$ cat src/rtl/core/satag_mem.sv
// satag_mem: one-write one-read row memory with registered read data
// a read of the row being written in the same cycle returns the new data
// no dependencies
module satag_mem #(
    parameter int DEPTH = 64,
    parameter int WIDTH = 32
) (
    input  logic                                        i_clk,
    input  logic                                        i_wr_en,
    input  logic [$clog2((DEPTH > 1) ? DEPTH : 2)-1:0] i_wr_addr,
    input  logic [WIDTH-1:0]                            i_wr_data,
    input  logic                                        i_rd_en,
    input  logic [$clog2((DEPTH > 1) ? DEPTH : 2)-1:0] i_rd_addr,
    output logic [WIDTH-1:0]                            o_rd_data
);
    logic [WIDTH-1:0] r_mem [DEPTH];
    logic [WIDTH-1:0] r_rd_data;

    // write port
    always_ff @(posedge i_clk) begin
        if (i_wr_en) begin
            r_mem[i_wr_addr] <= i_wr_data;
        end
    end

    // read port, write-first on an address collision
    always_ff @(posedge i_clk) begin
        if (i_rd_en) begin
            if (i_wr_en && (i_wr_addr == i_rd_addr)) begin
                r_rd_data <= i_wr_data;
            end else begin
                r_rd_data <= r_mem[i_rd_addr];
            end
        end
    end

    assign o_rd_data = r_rd_data;
endmodule

$ cat config.mk
export PLATFORM = sky130hd
export DESIGN_NAME = satag_mem
export DESIGN_NICKNAME = d
export VERILOG_FILES = /design/src/rtl/core/satag_mem.sv
export SDC_FILE = /design/constraint.sdc
export NUM_CORES = 2
export LEC_CHECK = 0
export BUFFER_PORTS_ARGS = -buffer_cell sky130_fd_sc_hd__clkbuf_2
export CORE_MARGIN = 2
export CORE_UTILIZATION = 35
export DETAILED_ROUTE_END_ITERATION = 6
export PLACE_DENSITY = 0.57
export REMOVE_ABC_BUFFERS = 1
export SLEW_MARGIN = 20
export SYNTH_ARGS = -nofsm -noshare
export SYNTH_HDL_FRONTEND = slang
export SYNTH_SLANG_ARGS = --single-unit
$ cat constraint.sdc
create_clock -name i_clk -period 4.2 [get_ports i_clk]
set_clock_uncertainty 0.2 [all_clocks]
set_input_delay 0.84 -clock i_clk [delete_from_list [all_inputs] [get_ports i_clk]]
set_output_delay 0.84 -clock i_clk [all_outputs]
set_load 0.01 [all_outputs]
Word-level counts from Yosys, hierarchy flattened

Memory sizes are Yosys's and may differ from the RTL's. A register that Yosys moved wholly into a read port is not among the register bits.
Cells that the tools add are included.

Flip-flop bits (word level): 0
RAM bits: 2048
Input bits: 47
Output and inout port bits: 32
Memories kept: 1

Memory list:

| name  | depth | bits a word | read ports | clocked after memory_dff | write ports | RTL line | RTL |
|---|---|---|---|---|---|---|---|
| r_mem | 64    | 32          | 1          | 1                        | 1           | 16       | `logic [WIDTH-1:0] r_mem [DEPTH];` |

Muxes and demuxes: 2

Operators by type and width:

| kind             | count |
|---|---|
| 2-to-1 mux 1 bit | 2 |

Logic depth before layout (Yosys ltp)

Depth after elaboration: 2
Depth in mapped cells: 12
Depth with buffers taken out: 6

Worst setup path before layout

Ideal clock, no wire load.

Path kind: input -> register
Start point: in i_wr_addr[5] (netlist name)
End point: mem r_mem[48][0], enable pin
Setup time: 461 ps
Arrival: 3765 ps
Required time: 3539 ps
Setup slack: -226 ps
Stages on the path: 4
Buffers on the path: 1
Path through: clkbuf_1 nand3_1 or3_1 nor3_1

RTL lines:

| what        | RTL line | RTL |
|---|---|---|
| from (decl) | 10       | `input logic [$clog2((DEPTH > 1) ? DEPTH : 2)-1:0] i_wr_addr,` |
| to (decl)   | 16       |  |

Straight into the memory's write port.

==> impl_metrics.env <==
export IMPL_hold_viol_final=0
export IMPL_fmax_mhz=350.8
export IMPL_ff2ff_setup_slack_ns=1.63
export IMPL_synth_area_mm2=0.08030
export IMPL_drtIter0Drc=4439
export IMPL_htreeDepth=4
export IMPL_worstRegToRegCells=4
export IMPL_hold_class="in2reg"
export IMPL_io_buffer_count=78
export IMPL_numCtsBuffers=204
export IMPL_route_detailed_drc=0
export IMPL_post_route_min_period_ns=2.851
export IMPL_synth_seq_cells=2080
export IMPL_num_nets_final=4506
export IMPL_path_class="in2reg"
export IMPL_ctsResizeCount=0
export IMPL_drv_slew=0
export IMPL_path_buf_inv=2
export IMPL_overflow=0
export IMPL_fillers=20174
export IMPL_p_comb_share_pct=5.4
export IMPL_antenna_found_initial=14
export IMPL_yosys_warnings=0
export IMPL_status="finished, final reports clean"
export IMPL_drtPass1Iterations=5
export IMPL_cts_sinks=2080
export IMPL_syn_area_per_cell_um2=19.29
export IMPL_clockPowerShare_pct=40.2
export IMPL_gp_congestion=0.8109
export IMPL_grt_pass1_vias=41886
export IMPL_fin_crit_sh_pct=67.88
export IMPL_hpwl_um=128500
export IMPL_critPathLaunchType="primary input"
export IMPL_dp_cells=7261
export IMPL_start_util_pct=35.26
export IMPL_grtUsageTotal_pct=19.23
export IMPL_seqPwrFrac_pct=54.4
export IMPL_synth_cells=4163
export IMPL_worst_r2r_endpoint="o_rd_data[30]$_DFFE_PP_"
export IMPL_worst_pin_slew_ns=1.127
export IMPL_dieArea_mm2=0.2333
export IMPL_fin_ws_ns=1.349
export IMPL_post_cts_setup_buffers=0
export IMPL_power_density_mw_per_mm2=457.8
export IMPL_crit_slowest_cell="a22oi_1"
export IMPL_num_vias=41980
export IMPL_die_h_um=483.0
export IMPL_irDropWorstVdd_v=0.0003856
export IMPL_maxCapViolations=0
export IMPL_drive_gt1_share_pct=17.94
export IMPL_worstPathMaxFanout=22
export IMPL_cp_top_family="simple AND/OR/NAND/NOR gates"
export IMPL_grt_pass1_wl_um=319700
export IMPL_startpoint="i_rd_addr[2]"
export IMPL_rr_startpoint="r_mem[49][30]$_DFFE_PP_"
export IMPL_max_slew_margin_rel_pct=24.85
export IMPL_grt_max_degree=94
export IMPL_postRouteAntennaNets=0
export IMPL_synth_main_ff_cell="edfxtp_1"
export IMPL_clkLatencyLatePin_ns=0.85
export IMPL_required_ns=4.56
export IMPL_io_pins=79
export IMPL_setup_viol=0
export IMPL_final_util_pct=40.77
export IMPL_ys_seq_area_share_pct=77.78
export IMPL_min_from="i_wr_data[31]"
export IMPL_dp_slack_ns=0.4410
export IMPL_clockRootBuffer="clkbuf_16"
export IMPL_area_growth_pct=15.62
export IMPL_avgViaCountPerCell=5.502
export IMPL_p_int_uw=33240
export IMPL_max_stage_delay_ns=0.46
export IMPL_switching_share_pct=21.80
export IMPL_synth_edf_count=2080
export IMPL_rsz0062_at_grt="false"
export IMPL_power_leakage_uw=0.03090
export IMPL_critPathCaptureType="flop"
export IMPL_fp_coreArea_mm2=0.2277
export IMPL_p_sw_uw=9268
export IMPL_instances_no_fill=7630
export IMPL_crit_chain="buf_8 -> buf_4 -> xnor2_1 -> nand4_1 -> nor4_4 -> nor2_4 -> a22oi_1 -> nand2_1"
export IMPL_cp_depth=8
export IMPL_synth_cell_types=37
export IMPL_drt_wirelength_per_cell_um=29.76
export IMPL_arrival_ns=3.21
export IMPL_endpoint="o_rd_data[29]$_DFFE_PP_"
export IMPL_routed_wl_um=227100
export IMPL_clk_path_buf_depth=3
export IMPL_die_x_um=483.0
export IMPL_rows=175
export IMPL_cts_tree="built"
export IMPL_ctsHoldBuffers=0
export IMPL_path_clk_slew_ns=0.06
export IMPL_async_flop_share_pct=0
-- power groups by stage --
stage          registers (µW)  logic, µW  clock network (µW)
6_report                23100       2300               17100
5_1_grt                 23100       2430               18100
4_1_cts                 23100       2320               17400
3_5_place_dp            23600       2310                   0
3_3_place_gp            23600       2280                   0
2_1_floorplan           23500        923                   0
-- how the worst min path moves through the flow --
stage | end | cells past startpoint
6_report | r_mem[30][31]$_DFFE_PP_ | 1
5_1_grt | r_mem[30][31]$_DFFE_PP_ | 1
4_1_cts | r_mem[40][17]$_DFFE_PP_ | 1
3_5_place_dp | o_rd_data[30]$_DFFE_PP_ | 5
3_3_place_gp | o_rd_data[30]$_DFFE_PP_ | 5
2_1_floorplan | o_rd_data[0]$_DFFE_PP_ | 6
-- per-layer routing --
metal / up-vias / global-route usage, % / wire length [µm]
met4: 4 / 6.231 / 6747
li1: 17689 / - / -
met5: - / 0 / 27
met3: 338 / 2.780 / 14080
met2: 1603 / 31.97 / 111600
met1: 22346 / 25.99 / 94550
-- layout make-up --
cell class,count,area (µm²),share of cell area (%)
sequential,2080,62460,67.27
multi-input combinational,1828,17230,18.56
clock buffer,262,5386,5.801
tap,3009,3765,4.055
timing repair buffer,342,3211,3.458
clock inverter,101,767.0,0.8261
antenna,5,12.51,0.01348
inverter,3,11.26,0.01213
-- cell usage after synthesis, types with 5 or more instances --
library cell / number / area share (%)
mux2i_1: 816 / 10
mux4_2: 136 / 3.8
nor2_1: 69 / 0.32
a22oi_1: 404 / 3.8
buf_1: 11 / 0.051
nand3_1: 130 / 0.81
clkbuf_1: 116 / 0.54
nor2b_1: 9 / 0.070
buf_2: 118 / 0.74
buf_6: 5 / 0.070
nand2_1: 102 / 0.48
a21oi_1: 64 / 0.40
edfxtp_1: 2080 / 78
a32oi_1: 30 / 0.33
nand4_1: 34 / 0.26
-- sequential cells by signal (all words and copies together), names as in the netlist --
name	cells
r_mem	2048
o_rd_data	32
-- cells in the final DEF (no fill, tap or decap), drive strengths merged, types with 2 or more instances in the layout --
master	n
nand2b	3
nand3	130
diode	5
xnor2	3
mux2i	816
and2	2
nor2	70
o21ai	2
nor3	3
nand3b	2
clkinv	82
inv	10
a32oi	30
nor2b	9
a22oi	404
or3b	2
or3	2
mux4	137
clkinvlp	5
a22o	2
clkbuf	333
bufinv	7
nand2	102
a21oi	64
edfxtp	2080
buf	271
nand4	34
xor2	3
-- worst reg2reg max path: cells and delay by family, from the launching register on --
family           cells  cell delay [ns]
DFF                  1             0.37
and+or+nand+nor      2             0.72
muxes                2             1.03
-- per-stage QoR --
step                      power [µW]  hold WS (ns)  TNS, ns  cell area, µm²
after floorplan                24440        0.6253  -133.44           79160
after global placement         25840        0.6982        0           86660
after detailed placement       25870        0.7211        0           86660
after CTS                      42840        0.3427        0           92810
after global routing           43690        0.3479        0           92840
final                          42510        0.3555        0           92850
-- kinds of logic (layout without fill, tap and decap cells) --
logic type | Yosys count | in the layout | synth area share (%)
DFF | 2080 | 2080 | 77.78
muxes | 953 | 953 | 14.02
AOI/OAI and AO/OA | 506 | 506 | 4.581
and+or+nand+nor | 363 | 363 | 2.122
buffers and inverters | 255 | 708 | 1.432
xor gates and xnor gates | 6 | 6 | 0.06545
other | 0 | 5 | 0
Note: power is estimated with default switching activity, not from simulation.
