[config.mk]
export PLATFORM = sky130hd
export DESIGN_NAME = satag_eval
export DESIGN_NICKNAME = d
export VERILOG_FILES = /design/src/rtl/core/satag_pkg.sv /design/src/rtl/core/satag_eval.sv
export SDC_FILE = /design/constraint.sdc
export NUM_CORES = 1
export LEC_CHECK = 0
export BUFFER_PORTS_ARGS = -buffer_cell sky130_fd_sc_hd__buf_2
export CAP_MARGIN = 30
export CORE_ASPECT_RATIO = 1.4
export CORE_MARGIN = 4
export CORE_UTILIZATION = 38
export DETAILED_ROUTE_END_ITERATION = 8
export GPL_TIMING_DRIVEN = 0
export PLACE_DENSITY_LB_ADDON = 0.3
export SYNTH_ARGS = -nofsm -noshare
export SYNTH_HDL_FRONTEND = slang
export SYNTH_SLANG_ARGS = --single-unit
[constraint.sdc]
create_clock -name vclk -period 5.6
set_clock_uncertainty 0.15 [all_clocks]
set_input_delay 0.28 -clock vclk [all_inputs]
set_output_delay 0.28 -clock vclk [all_outputs]
set_load 0.01 [all_outputs]
[src/rtl/core/satag_pkg.sv]
// satag_pkg: shared types and codes of the set-associative tag store
// command codes, line state codes and the result record
// no dependencies
package satag_pkg;

    localparam int CMD_W   = 2;
    localparam int STATE_W = 3;
    localparam int FIELD_W = 32;

    // command codes carried on the request channel
    typedef enum logic [CMD_W-1:0] {
        CMD_LOOKUP  = 2'd0,
        CMD_INSTALL = 2'd1,
        CMD_UPDATE  = 2'd2,
        CMD_PROBE   = 2'd3
    } t_cmd;

    // invalid line state; any other code counts as a valid line
    localparam logic [STATE_W-1:0] ST_INVALID = 3'd0;

    // one result record
    typedef struct packed {
        logic               hit;
        logic [STATE_W-1:0] line_state;
        logic               need_evict;
        logic [FIELD_W-1:0] victim_address;
        logic [STATE_W-1:0] evict_state;
    } t_result;

endpackage

[src/rtl/core/satag_eval.sv]
// satag_eval: per-set decision logic of the tag store
// hit, free and lru search, recency update, new row and result record
// depends on satag_pkg
module satag_eval #(
    parameter int WAYS   = 4,
    parameter int TAG_W  = 20,
    parameter int RANK_W = 2,
    parameter int SET_IW = 6,
    parameter int SET_W  = 6,
    parameter int OFF_W  = 6
) (
    input  logic                                                  i_valid,
    input  satag_pkg::t_cmd                                       i_cmd,
    input  logic [TAG_W-1:0]                                      i_tag,
    input  logic [SET_IW-1:0]                                     i_set,
    input  logic [satag_pkg::STATE_W-1:0]                         i_wr_state,
    input  logic [WAYS*(TAG_W + satag_pkg::STATE_W + RANK_W)-1:0] i_row,
    output logic                                                  o_wr_en,
    output logic [WAYS*(TAG_W + satag_pkg::STATE_W + RANK_W)-1:0] o_row,
    output satag_pkg::t_result                                    o_result
);
    localparam int WAY_IW = (WAYS > 1) ? $clog2(WAYS) : 1;

    logic [WAYS-1:0][RANK_W-1:0]             ranks, n_ranks;
    logic [WAYS-1:0][satag_pkg::STATE_W-1:0] states, n_states;
    logic [WAYS-1:0][TAG_W-1:0]              tags, n_tags;

    logic [WAYS-1:0]   hit_vec, free_vec, lru_vec;
    logic [WAY_IW-1:0] hit_way, open_way, lru_way, slot_way, touch_way;
    logic              any_hit, any_free, do_touch;
    logic [RANK_W-1:0] old_rank;
    logic [63:0]       victim_block;

    assign {ranks, states, tags} = i_row;

    // way search, lowest-numbered way wins
    always_comb begin
        hit_way  = '0;
        open_way = '0;
        lru_way  = '0;
        for (int w = WAYS - 1; w >= 0; w--) begin
            hit_vec[w]  = (states[w] != satag_pkg::ST_INVALID) && (tags[w] == i_tag);
            free_vec[w] = (states[w] == satag_pkg::ST_INVALID);
            lru_vec[w]  = (ranks[w] == '0);
            if (hit_vec[w]) begin
                hit_way = WAY_IW'(w);
            end
            if (free_vec[w]) begin
                open_way = WAY_IW'(w);
            end
            if (lru_vec[w]) begin
                lru_way = WAY_IW'(w);
            end
        end
        any_hit  = |hit_vec;
        any_free = |free_vec;
        slot_way = any_hit ? hit_way : (any_free ? open_way : lru_way);
    end

    // victim block address rebuilt from tag and set
    assign victim_block = ((64'(tags[lru_way]) << SET_W) | 64'(i_set)) << OFF_W;

    // command decode, result record and new row
    always_comb begin
        n_tags    = tags;
        n_states  = states;
        o_wr_en   = 1'b0;
        do_touch  = 1'b0;
        touch_way = slot_way;
        o_result  = '0;
        case (i_cmd)
            satag_pkg::CMD_LOOKUP: begin
                if (any_hit) begin
                    o_result.hit        = 1'b1;
                    o_result.line_state = states[hit_way];
                    do_touch            = 1'b1;
                    o_wr_en             = i_valid;
                end else if (!any_free) begin
                    o_result.need_evict     = 1'b1;
                    o_result.victim_address = victim_block[satag_pkg::FIELD_W-1:0];
                    o_result.evict_state    = states[lru_way];
                end
            end
            satag_pkg::CMD_INSTALL: begin
                n_tags[slot_way]   = i_tag;
                n_states[slot_way] = i_wr_state;
                do_touch           = 1'b1;
                o_wr_en            = i_valid;
            end
            satag_pkg::CMD_UPDATE: begin
                if (any_hit) begin
                    n_states[hit_way] = i_wr_state;
                    o_wr_en           = i_valid;
                end
            end
            satag_pkg::CMD_PROBE: begin
                if (any_hit) begin
                    o_result.hit        = 1'b1;
                    o_result.line_state = states[hit_way];
                end
            end
            default: begin
                o_wr_en = 1'b0;
            end
        endcase
    end

    // recency update: ranks above the touched way move down by one
    always_comb begin
        old_rank = ranks[touch_way];
        n_ranks  = ranks;
        if (do_touch) begin
            for (int w = 0; w < WAYS; w++) begin
                if (ranks[w] > old_rank) begin
                    n_ranks[w] = ranks[w] - RANK_W'(1);
                end
            end
            n_ranks[touch_way] = RANK_W'(WAYS - 1);
        end
    end

    assign o_row = {n_ranks, n_states, n_tags};
endmodule

After elaboration in Yosys (flattened, before gate mapping) --
Cells that the tools add are included.
Storage, ports and cells: register bits after elaboration 0, input port bits 132
Cells by class: $add $sub $neg 4, order comparisons 9, equal/unequal tests 7, multiplexer cells 54, bitwise operators 2, reduce and logical (&&, ||, !) cells 23
Operators with widths (number):
- 36-bit 2-to-1 mux | 3
- 80-bit bitwise mux | 1
- 20-bit == test | 4
- 80-bit 2-to-1 mux | 1
- 2-bit 2-to-1 mux | 24
- 20-bit binary-select mux with 2-bit select | 1
- 20-bit demux with 2-bit select | 1
- 20-bit 2-to-1 mux | 2
- 26-bit by 6-bit OR with 26-bit output | 1
- 12-bit bitwise mux | 2
- 12-bit case mux with 2 select lines | 1
- 3-bit binary-select mux with 2-bit select | 2
- 3-bit demux with 2-bit select | 2
- 3-bit zero test | 4
- 12-bit 2-to-1 mux | 1
- 3-bit 2-to-1 mux | 4
- 3-bit nonzero test | 4
- 2-bit zero test | 5
- 2-bit by 3-bit < comparator with 1-bit output, second input constant | 3
- 2-bit greater-than comparator | 4
- 4-bit 2-to-1 mux | 2
- 8-bit 2-to-1 mux | 1
- 8-bit OR | 1
- 4-bit OR reduction | 2
- other kinds (10) | 23

Depth between registers and ports, before layout --
depth in word-level cells 14, mapped depth 19

Worst setup path before layout --
No wires, ideal clock.
kind input to output, from in i_tag[17], to out o_row[92] (netlist name), data arrival time 4.421 ns, required time 5.170 ns, setup slack 0.749 ns, stages on the path 18, buffers on the path 3, cell sequence buf_4 xor2_1 or4_1 or3b_1 or4_4 nor2b_4 and2_4 buf_6 buf_2 nor2_1 a21oi_1 a21oi_1 ha_1 or2_2 a2111oi_1 nor2_1 mux2i_1 nor4_1
Between the ends: word-level cells in the longest chain between the ends 14, elaborated cells between the ends (all ways) 28, those cells by class order compare: 3; eq/ne: 4; mux: 14; bitwise: 1; reduce/logical: 6
Ends and longest elaborated chain:
- start, declared | RTL line satag_eval.sv:14 | input logic [TAG_W-1:0] i_tag,
- 20-bit == test | RTL line satag_eval.sv:42 | hit_vec[w] = (states[w] != satag_pkg::ST_INVALID) && (tags[w] == i_tag);
- 1-bit logical AND | RTL line satag_eval.sv:42
- 2-bit 2-to-1 mux (4 in series) | RTL line satag_eval.sv:45 | if (hit_vec[w]) begin
- 2-bit 2-to-1 mux | RTL line satag_eval.sv:57 | slot_way = any_hit ? hit_way : (any_free ? open_way : lru_way);
- 2-bit binary-select mux with 2-bit select | RTL line satag_eval.sv:110 | old_rank = ranks[touch_way];
- 2-bit 2-to-1 mux (not written as such) | RTL line satag_eval.sv:110
- 2-bit greater-than comparator | RTL line satag_eval.sv:114 | if (ranks[w] > old_rank) begin
- 2-bit 2-to-1 mux | RTL line satag_eval.sv:114
- 2-bit 2-to-1 mux | RTL line satag_eval.sv:112 | if (do_touch) begin
- 8-bit OR (no source line)
- 8-bit 2-to-1 mux (*) | RTL line satag_eval.sv:112
- end, declared | RTL line satag_eval.sv:19 | output logic [WAYS*(TAG_W + satag_pkg::STATE_W + RANK_W)-1:0] o_row,
Mark *: on every way between the ends. The rest lies on a longest branch, timed or not. The select of a mux whose other input is x is not followed.

Worst setup path in the final report --
from in i_tag[17], to out o_row[94] (netlist name)
Same word-level chain as after synthesis.

==> results.yml <==
outcome:
  outcome: "completed"
min_path:
  hold_path_end: "o_result[14]"
  hold_class: "input port to output port"
  hold_start: "i_set[5]"
  hold_depth: 3
logic_synthesis:
  synth_compound_area_share_pct: 20.23
  yosysMostFrequentCell: "nor2_1"
  synthCells: 587
  synth_seq_area_share_pct: 0
  ys_types: 63
  synth.area.mux_share_pct: 27.48
  yosys.area_share.simple_pct: 24.61
  ys_warn_count: 0
  yosysTopAreaCell: "mux2_1"
  syn_avg_cell_area_sq_um: 7.345
  synth_common_cells: "nor2_1, xnor2_1, mux2_1, a211oi_1, clkbuf_1"
  ys_top_cells_by_area: "mux2_1, xnor2_1, mux2_2"
  netlist_area_sq_um: 4312
  synthAdderAreaFrac_pct: 3.482
  synth_xor_area_share_pct: 16.25
  yosys.area.top_type_share_pct: 12.54
  synth_top_family_by_area: "multiplexers"
critical_path:
  critical_path.top_delay_family: "simple AND/OR/NAND/NOR gates"
  path_buf_inv: 4
  end_kind: "output port"
  crit_arrival_ns: 4.81
  worstSetupPathType: "input port to output port"
  crit_chain: "buf_4 -> xor2_1 -> or4_1 -> or3b_1 -> or4_4 -> nor2b_4 -> and2_4 -> buf_6 -> buf_2 -> nor2_1 -> a21oi_1 -> a21oi_2 -> ha_1 -> or2_2 -> a2111oi_1 -> nor2_1 -> mux2i_1 -> nor4_1 -> buf_2"
  startpoint_type: "input port"
  cp_slowest_stage_delay_ns: 0.51
  critPathSlowestCell: "or4_1"
  worstPathMaxFanout: 10
  critPathRequiredTime_ns: 5.17
floorplanning:
  rows: 45
  die_h_um: 134.0
  die_w_um: 98.03
  core_sq_um: 10980
  io_pins: 273
  start_util_pct: 39.27
  fp.dieArea_sq_um: 13140
timing:
  hold_viol_final: 0
  worst_slack_ns: 0.3589
  fmaxAchievable_mhz: 190.8
  period_needed_ns: 5.241
  setup_viol: 0
  maxSlewHeadroom_pct: 40.48
  rsz0062_at_grt: "no"
  fin_crit_sh_pct: 93.59
  finalSetupTns_ns: 0
  slew_violations: 0
  tightest_slew_ns: 0.8928
pwr:
  pwr-share-clk_pct: 0
  power_frac_comb_pct: 100.0
  power.share.sequential_pct: 0
  peakVddDrop_v: 0.00005843
  p_leak_uw: 0.002701
  switchingPower_uw: 345.2
  intPower_uw: 238.9
  power_uw: 584.2
  swShare_pct: 59.10
  powerDensity_nw_per_um2: 101.4
detailed_routing:
  drtIter0Drc: 274
  via_count: 5679
  ant_nets: 0
  drt_pass1_iterations: 4
  drc: 0
  wl_um: 20240
  vias_per_cell: 5.795
  wire_per_inst_um: 20.65
clocking:
  cts_setup_buffers: 0
  cts_resized: 0
  ctsHoldBuffers: 0
final_layout:
  seqCellArea_sq_um: 0
  nFlopsAndLatches: 0
  antenna_cells: 0
  clock_buffers: 0
  utilization_pct: 52.48
  post-route-cell-area_sq_um: 5762
  nNetsFinal: 985
  syn2layout_area_growth_pct: 33.63
  drive_gt1_share_pct: 38.86
  n_fill_cell: 1182
global_routing:
  grt_overflow: 0
  antenna_found_initial: 0
  track_usage_pct: 28.49
  grt_max_degree: 11
  grt_pass1_wl_um: 30570
  first_global_vias: 5694
placement:
  numPortBuffers: 247
  placed_cell_area_sq_um: 5743
  place_ws_ns: 0.2069
  place_hpwl_um: 17150
  gp_congestion: 0.9874
run:
  maxCapViolCount: 0
[logic make-up after synthesis]
group	after synthesis
buffers and inverters	76
other	1
AO/OA/AOI/OAI	114
XOR/XNOR	80
adder cells (fa/ha/maj)	12
multiplexers	108
AND/OR/NAND/NOR	196
[cells in the final DEF (no fill, tap or decap), types with 6 or more instances in the layout]
cell type / netlist / routed
buf_2: 10 / 257
nor2_1: 67 / 67
xnor2_1: 52 / 51
mux2_1: 48 / 48
a211oi_1: 46 / 46
clkbuf_1: 39 / 38
mux2_2: 35 / 35
xor2_1: 28 / 28
mux2i_1: 25 / 25
nand2_1: 23 / 23
nand4_1: 20 / 20
inv_1: 16 / 16
nand3_1: 16 / 16
a21oi_1: 13 / 12
ha_1: 12 / 12
nor4_1: 12 / 11
a32o_1: 10 / 10
nor3_1: 9 / 9
or2_2: 8 / 8
buf_4: 7 / 7
o21ai_0: 6 / 6
and2_1: 6 / 6
conb_1: 1 / 6
[stage by stage]
stage | hold WS (ns) | std cells
final | 0.6970 | 980
after global routing | 0.7165 | 980
after CTS | 0.6968 | 980
after detailed placement | 0.6968 | 980
after global placement | 0.6977 | 980
after floorplan | 0.5289 | 592
[per-layer routing]
layer  up-vias  track usage, %  wire, um
li1       2681               -         -
met1      2680           32.33      7484
met2       267           54.73     10760
met3        51           1.925      1084
met4         0           10.70       903
met5         -               0         0
[power by group through the flow]
stage | Combinational, uW | Sequential [uW] | Clock, uW
after detailed placement | 575 | 0 | 0
final | 584 | 0 | 0
after global placement | 572 | 0 | 0
after floorplan | 351 | 0 | 0
after global routing | 631 | 0 | 0
after CTS | 578 | 0 | 0
[area by class of cell]
cell class	count	area (sq um)	share of cell area [%]
buffer	60	280.3	4.864
multi-input combinational	516	4009	69.58
inverter	16	60.06	1.042
timing repair buffer	247	1236	21.46
tap	141	176.4	3.062
[worst max-delay path by stage]
stage	end	depth (start not counted)	from
2_1_floorplan	o_row[92]	18	i_tag[17]
3_3_place_gp	o_row[92]	19	i_tag[19]
3_5_place_dp	o_row[96]	19	i_tag[19]
4_1_cts	o_row[96]	19	i_tag[19]
5_1_grt	o_row[94]	19	i_tag[5]
6_report	o_row[94]	19	i_tag[17]
Note: power is estimated with default switching activity, not from simulation.
